$ cat config.mk
export PLATFORM = sky130hd
export DESIGN_NAME = esh_front
export DESIGN_NICKNAME = d
export VERILOG_FILES = /design/src/design/esh_pkg.sv /design/src/design/esh_front.sv
export SDC_FILE = /design/constraint.sdc
export NUM_CORES = 1
export LEC_CHECK = 0
export BUFFER_PORTS_ARGS = -buffer_cell sky130_fd_sc_hd__buf_2
export CORE_AREA = 2 2 248 250
export DETAILED_ROUTE_END_ITERATION = 7
export DIE_AREA = 0 0 250 252
export MAX_ROUTING_LAYER = met4
export PLACE_DENSITY = 0.64
export SETUP_SLACK_MARGIN = 0.5
export SYNTH_ARGS = -nofsm -noshare
export SYNTH_HDL_FRONTEND = slang
export SYNTH_SLANG_ARGS = --single-unit
$ cat constraint.sdc
create_clock -name aclk -period 27.5 [get_ports aclk]
set_input_delay 2.75 -clock aclk [delete_from_list [all_inputs] [get_ports aclk]]
set_output_delay 2.75 -clock aclk [all_outputs]
set_load 0.01 [all_outputs]
$ cat src/design/esh_pkg.sv
// ============================================================================
// esh_pkg: shared types and constants of the Eshelby point contribution unit
// Item layout, configuration layout, register indexes and datapath widths.
// ============================================================================
package esh_pkg;

    // Field and bus widths.
    localparam int DW        = 32;
    localparam int OCC_W     = 25;
    localparam int IDX_W     = 4;
    localparam int VAL_W     = 64;
    localparam int S_TDATA_W = 320;
    localparam int M_TDATA_W = 72;
    localparam int CFG_A_W   = 2;

    // Width of one unscaled tensor entry (units of 2^-96) and of the scaled sum.
    localparam int XW        = 132;
    localparam int SW        = 160;

    // Rounding: the scaled sum has 120 fraction bits, the result keeps 32.
    localparam int RND_SHIFT = 88;

    // Last row or column, and the index of the final entry of an item.
    localparam logic [1:0]       LAST_RC    = 2'd2;
    localparam logic [IDX_W-1:0] LAST_ENTRY = 4'd8;

    // Configuration register indexes.
    typedef enum logic [CFG_A_W-1:0] {
        REG_K_X    = 2'd0,
        REG_K_Y    = 2'd1,
        REG_K_Z    = 2'd2,
        REG_ADD_EK = 2'd3
    } cfg_addr_t;

    // One accepted sample.
    typedef struct packed {
        logic [DW-1:0]         psi_re;
        logic [DW-1:0]         psi_im;
        logic [2:0][DW-1:0]    g_re;
        logic [2:0][DW-1:0]    g_im;
        logic [DW-1:0]         eig;
        logic [OCC_W-1:0]      occ;
    } item_t;

    // Configuration seen by the datapath.
    typedef struct packed {
        logic [2:0][DW-1:0] k;
        logic               add_ek;
    } cfg_t;

endpackage

$ cat src/design/esh_front.sv
// ============================================================================
// esh_front: input side of the Eshelby point contribution unit
// Unpacks the input stream into sample fields and holds them in a two-entry
// queue so that the input and the arithmetic back end stall independently.
// ============================================================================
module esh_front (
    input  logic                            aclk,
    input  logic                            aresetn,
    input  logic                            s_tvalid,
    output logic                            s_tready,
    input  logic [esh_pkg::S_TDATA_W-1:0]   s_tdata,
    output logic                            head_valid,
    output esh_pkg::item_t                  head_item,
    input  logic                            pop
);

    esh_pkg::item_t in_item;
    esh_pkg::item_t mem_reg [2];
    logic           wr_ptr_reg, wr_ptr_next;
    logic           rd_ptr_reg, rd_ptr_next;
    logic [1:0]     cnt_reg, cnt_next;
    logic           push;

    // Field unpacking, first field in the lowest bits.
    always_comb begin
        in_item.psi_re  = s_tdata[31:0];
        in_item.psi_im  = s_tdata[63:32];
        in_item.g_re[0] = s_tdata[95:64];
        in_item.g_im[0] = s_tdata[127:96];
        in_item.g_re[1] = s_tdata[159:128];
        in_item.g_im[1] = s_tdata[191:160];
        in_item.g_re[2] = s_tdata[223:192];
        in_item.g_im[2] = s_tdata[255:224];
        in_item.eig     = s_tdata[287:256];
        in_item.occ     = s_tdata[312:288];
    end

    assign s_tready   = (cnt_reg != 2'd2);
    assign push       = s_tvalid && s_tready;
    assign head_valid = (cnt_reg != 2'd0);
    assign head_item  = mem_reg[rd_ptr_reg];

    // Queue pointers and fill count.
    always_comb begin
        wr_ptr_next = push ? ~wr_ptr_reg : wr_ptr_reg;
        rd_ptr_next = pop ? ~rd_ptr_reg : rd_ptr_reg;
        cnt_next    = cnt_reg + 2'(push) - 2'(pop);
    end

    always_ff @(posedge aclk) begin
        if (!aresetn) begin
            wr_ptr_reg <= 1'b0;
            rd_ptr_reg <= 1'b0;
            cnt_reg    <= 2'd0;
        end else begin
            wr_ptr_reg <= wr_ptr_next;
            rd_ptr_reg <= rd_ptr_next;
            cnt_reg    <= cnt_next;
        end
    end

    // Queue storage.
    always_ff @(posedge aclk) begin
        if (push) begin
            mem_reg[wr_ptr_reg] <= in_item;
        end
    end

endmodule

## Word-level counts from Yosys, hierarchy flattened

Memories as Yosys holds them, arrays and structs flattened. A register that Yosys moved wholly into a read port is not among the register bits.
Cells that the tools add are included.

| word-level totals | value |
|---|---|
| memories kept | 1 |
| output and inout port bits | 315 |
| word-level logic and storage cells | 15 |
| bits in writable memories | 626 |
| register bits after elaboration | 4 |

| operators by class | value |
|---|---|
| muxes and demuxes | 4 |
| reduce and logical (&&, ||, !) cells | 2 |
| add/sub/neg operators | 2 |
| bitwise logic cells | 2 |
| equality and inequality tests | 1 |

Memories:

| name | depth | width | rd ports | clocked after memory_dff | write ports | RTL line | RTL |
|---|---|---|---|---|---|---|---|
| mem_reg | 2 | 313 | 1 | 1 | 1 | esh_front.sv:18 | `esh_pkg::item_t mem_reg [2];` |

Operators by type and width:

| operator | count |
|---|---|
| $mux W1 | 4 |
| $add A2 B1 Y2 | 1 |
| $ne A2 B2 Y1 const B | 1 |
| $not A1 Y1 | 2 |
| $reduce_bool A2 Y1 | 1 |
| $sub A2 B1 Y2 | 1 |
| $logic_and A1 B1 Y1 | 1 |

## Logic depth before layout (Yosys ltp)

| logic depth | value |
|---|---|
| depth in word-level cells | 4 |
| depth in mapped cells | 7 |

## Least setup slack after synthesis

OpenSTA, ideal clock, no wires.

| timing path | value |
|---|---|
| kind | input -> register |
| start point | input s_tvalid |
| end point | memory mem_reg[1][0] (netlist name), enable pin |
| library setup time | 0.717 ns |
| buffers on the path | 0 |
| stages | 1 |
| path slack | 16.868 ns |
| data arrival time | 9.915 ns |
| cells stage by stage | and3_1 |

| on the way | value |
|---|---|
| cells in the longest elaborated chain, start to end | 3 |

Ends and longest elaborated chain:

| what | RTL line | RTL |
|---|---|---|
| start: declaration | esh_front.sv:9 | `input logic s_tvalid,` |
| $logic_and A1 B1 Y1 | esh_front.sv:39 | `assign push = s_tvalid && s_tready;` |
| $mux W1 | esh_front.sv:64 | `if (push) begin` |
| $mux W1 (not written as such) | esh_front.sv:65 | `mem_reg[wr_ptr_reg] <= in_item;` |
| end: declaration | esh_front.sv:18 |  |

No other way between the ends.

==> summary.md <==
| Metric | Value |
|---|---|
| Max Root-Sink Buffers | 3 |
| PortBufs | between 600 and 700 |
| Final setup vio count | 0 |
| CTS resizes | 0 |
| Pre-CTS setup slack | 21.32 ns |
| Min setup slack post-route | 20.86 ns |
| Setup CP Type | reg2out |
| CTS Buf Count | 70 |
| Slew HR | 6.73% |
| Clk root buf | clkbuf_16 |
| Max Slew Vio Count | 0 |
| Post-CTS setup repair buffer count | 0 |
| Leakage Power | ~12 nW |
| CP Launch Type | flip-flop |
| Global-route wire length before repair | 74900 um |
| R2R Setup Slk | about 24 ns |
| GR Util All Layers | 16.4% |
| Most common cell in the netlist | edfxtp_1 |
| Synth Net Count | 1327 |
| Post-synthesis cell type count | 25 |
| Hold Crit Class | reg2reg |
| Antenna Nets Post-Route | 0 |
| Crit share post-route | 24.2% |
| Pwr dens | 80.2 nW/um^2 |
| Ys flop type | edfxtp_1 |
| Yosys warning total | 0 |
| 1st-iter DRT viols | 619 |
| Drt pass-1 iters | 4 |
| Reg2reg start | cnt_reg[0] |
| Core area | 60100 um^2 |
| Final WL | between 50000 and 60000 um |
| Clock skew | ~0.014 ns |
| # fillers | about 5000 |
| Drt via density | 4.66 |
| FF-to-FF path depth | 5 |
| Hpwl dp | ~35000 um |
| Vias in the first global route | 12519 |
| Die Y | around 250 um |
| Fmax | 151 MHz |
| H-Tree Level Count | 3 |
| Synth area leaders | edfxtp_1 (78%), mux2_4 (17%), mux2_2 (2.0%), buf_6 (1.4%), dfxtp_1 (0.42%) |
| Placed Instances | 2389 |
| Clock-pin slew on the worst setup and hold paths | 0.06 ns |
| Layout cells sized above 1 | 61.0% |
| Fin. Hold Viols | 0 |
| Top Layer Used | met4 |
| Post-Syn Area | 24000 um^2 |
| FF/Latch Area | 18900 um^2 |
| Multi-input gate area | ~4700 um^2 |
| Seq/Total Area, Yosys | 78.8% |
| Reg2Reg Capture Point | mem_reg[0][48] |
| Most common library cells after synthesis | edfxtp_1 (626), mux2_4 (270), mux2_2 (43) |
| Met2 WL | 27300 um |
| Met3 wire len | 4110 um |
| CP Capture Type | primary output |
| Clock latency on the worst-skew pair | 0.58 ns |
| Largest net degree at the start of global routing | 167 |
| Placed cell area | ~28000 um^2 |
| Leading area contributor after synthesis | edfxtp_1 |
| Area delta synth->final | 26.0% |
| Worst-Margin Slew | 1.40 ns |
| Post-CTS Hold Fix Bufs | 0 |
| RSZ-0062 raised after global routing | no |
| Yosys reg bits | between 600 and 700 |
| CP endpoint | head_item[47] |
| Number of core rows | 90 |
| Max-cap violations | 0 |
| Setup_tns | 0 ns |
| Post-synth EDFFs | ~630 |
| CTS tree | done |
| Syn_area_per_cell | 23.9 um^2 |
| IO Pins | 639 |
| Status | completed |
| Final nets | about 2000 |
| Final cell count without fillers | 2537 |
| DR vias | roughly 12000 |
| Total grt overflow | 0 |
| Gate Count Post-Synth | 1002 |
| Worst Path Max Fanout | 56 |
| Die width | 250 um |
| Top cell type's share of synthesized area | 78.4% |
| Die Area | roughly 63000 um^2 |
| CP arrival | 3.89 ns |
| Placer congestion estimate | 0.800 |
| Routed length per placed instance | 20.5 um |
| Initial antenna violation count | 20 |
| VDD IR-drop max | 0.0000632 V |
| Clock sinks | roughly 630 |
| Req. time, crit path | 24.75 ns |
| Largest register FFs | 626 |
| Post-Layout Inst Area | a little over 30000 um^2 |
| Remaining DRCs | 0 |
| Async SR Flop Fraction | 0% |
| Initial Utilization | about two fifths |
| Met1 wire length | approximately 19000 um |
| Post-route minimum period | approximately 6.6 ns |
==> worst max-delay path, stage by stage (launching register included) <==
cell	delay (ns)
dfxtp_4	1.04
buf_4	0.87
buf_4	0.75
mux2_4	0.37
buf_2	0.15
==> layout by cell type, fill, tap and decap left out, types with 3 or more instances in the layout <==
cell       instances
dfxtp_1            4
clkbuf_16         72
mux2_4           270
buf_4              7
buf_2            631
clkbuf_1          13
clkinv_1          14
clkinv_2          15
diode_2           20
mux2_2            43
bufinv_16          7
and2_1             3
edfxtp_1         626
==> logic make-up (layout without fill, tap and decap cells) <==
family | count (synthesis) | after routing | share of synthesized area, %
compound gates | 5 | 5 | 0.172
xor+xnor | 2 | 2 | 0.0731
fa+ha+maj | 1 | 1 | 0.0522
mux | 314 | 314 | 19.0
flops | 631 | 631 | 78.8
simple gates | 12 | 12 | 0.308
buf+inv | 37 | 770 | 1.59
other cells | 0 | 20 | 0
==> stage by stage <==
stage / util [%] / power, W / hold WS (ns)
global route: 50.2 / 0.00251 / 0.618
global placement: 46.3 / 0.00152 / 0.556
CTS: 50.1 / 0.00245 / 0.581
detailed placement: 46.3 / 0.00152 / 0.568
floorplan: - / 0.00142 / 0.529
finish: 50.2 / 0.00242 / 0.579
==> power breakdown <==
part           internal (W)  total, W  switching (W)
logic              0.000154  0.000319       0.000165
clock network      0.000550  0.000924       0.000374
registers           0.00116   0.00118      0.0000228
==> cell type report <==
type | count | area share (%)
Sequential cell | 631 | 62.6
Multi-Input combinational cell | 334 | 15.6
Timing Repair Buffer | 640 | 10.8
Clock buffer | 85 | 6.13
Tap cell | 782 | 3.24
Clock inverter | 43 | 1.49
Antenna cell | 20 | 0.166
Inverter | 2 | 0.0497
==> worst min-delay path by stage <==
stage / cells past startpoint / end / from / slack [ns]
2_1_floorplan: 2 / wr_ptr_reg / wr_ptr_reg / 0.53
3_3_place_gp: 2 / flip-flop / rd_ptr_reg / 0.56
3_5_place_dp: 2 / flip-flop / rd_ptr_reg / 0.57
4_1_cts: 2 / flip-flop / rd_ptr_reg / 0.58
5_1_grt: 2 / rd_ptr_reg / rd_ptr_reg / 0.62
6_report: 2 / flip-flop / rd_ptr_reg / 0.58
==> routing by layer <==
metal	up-vias	track usage, %
li1	5407	-
met1	5912	17.3
met2	412	28.1
met3	102	5.50
met4	0	6.81
met5	-	-
Power figures use the tool's default switching activity.
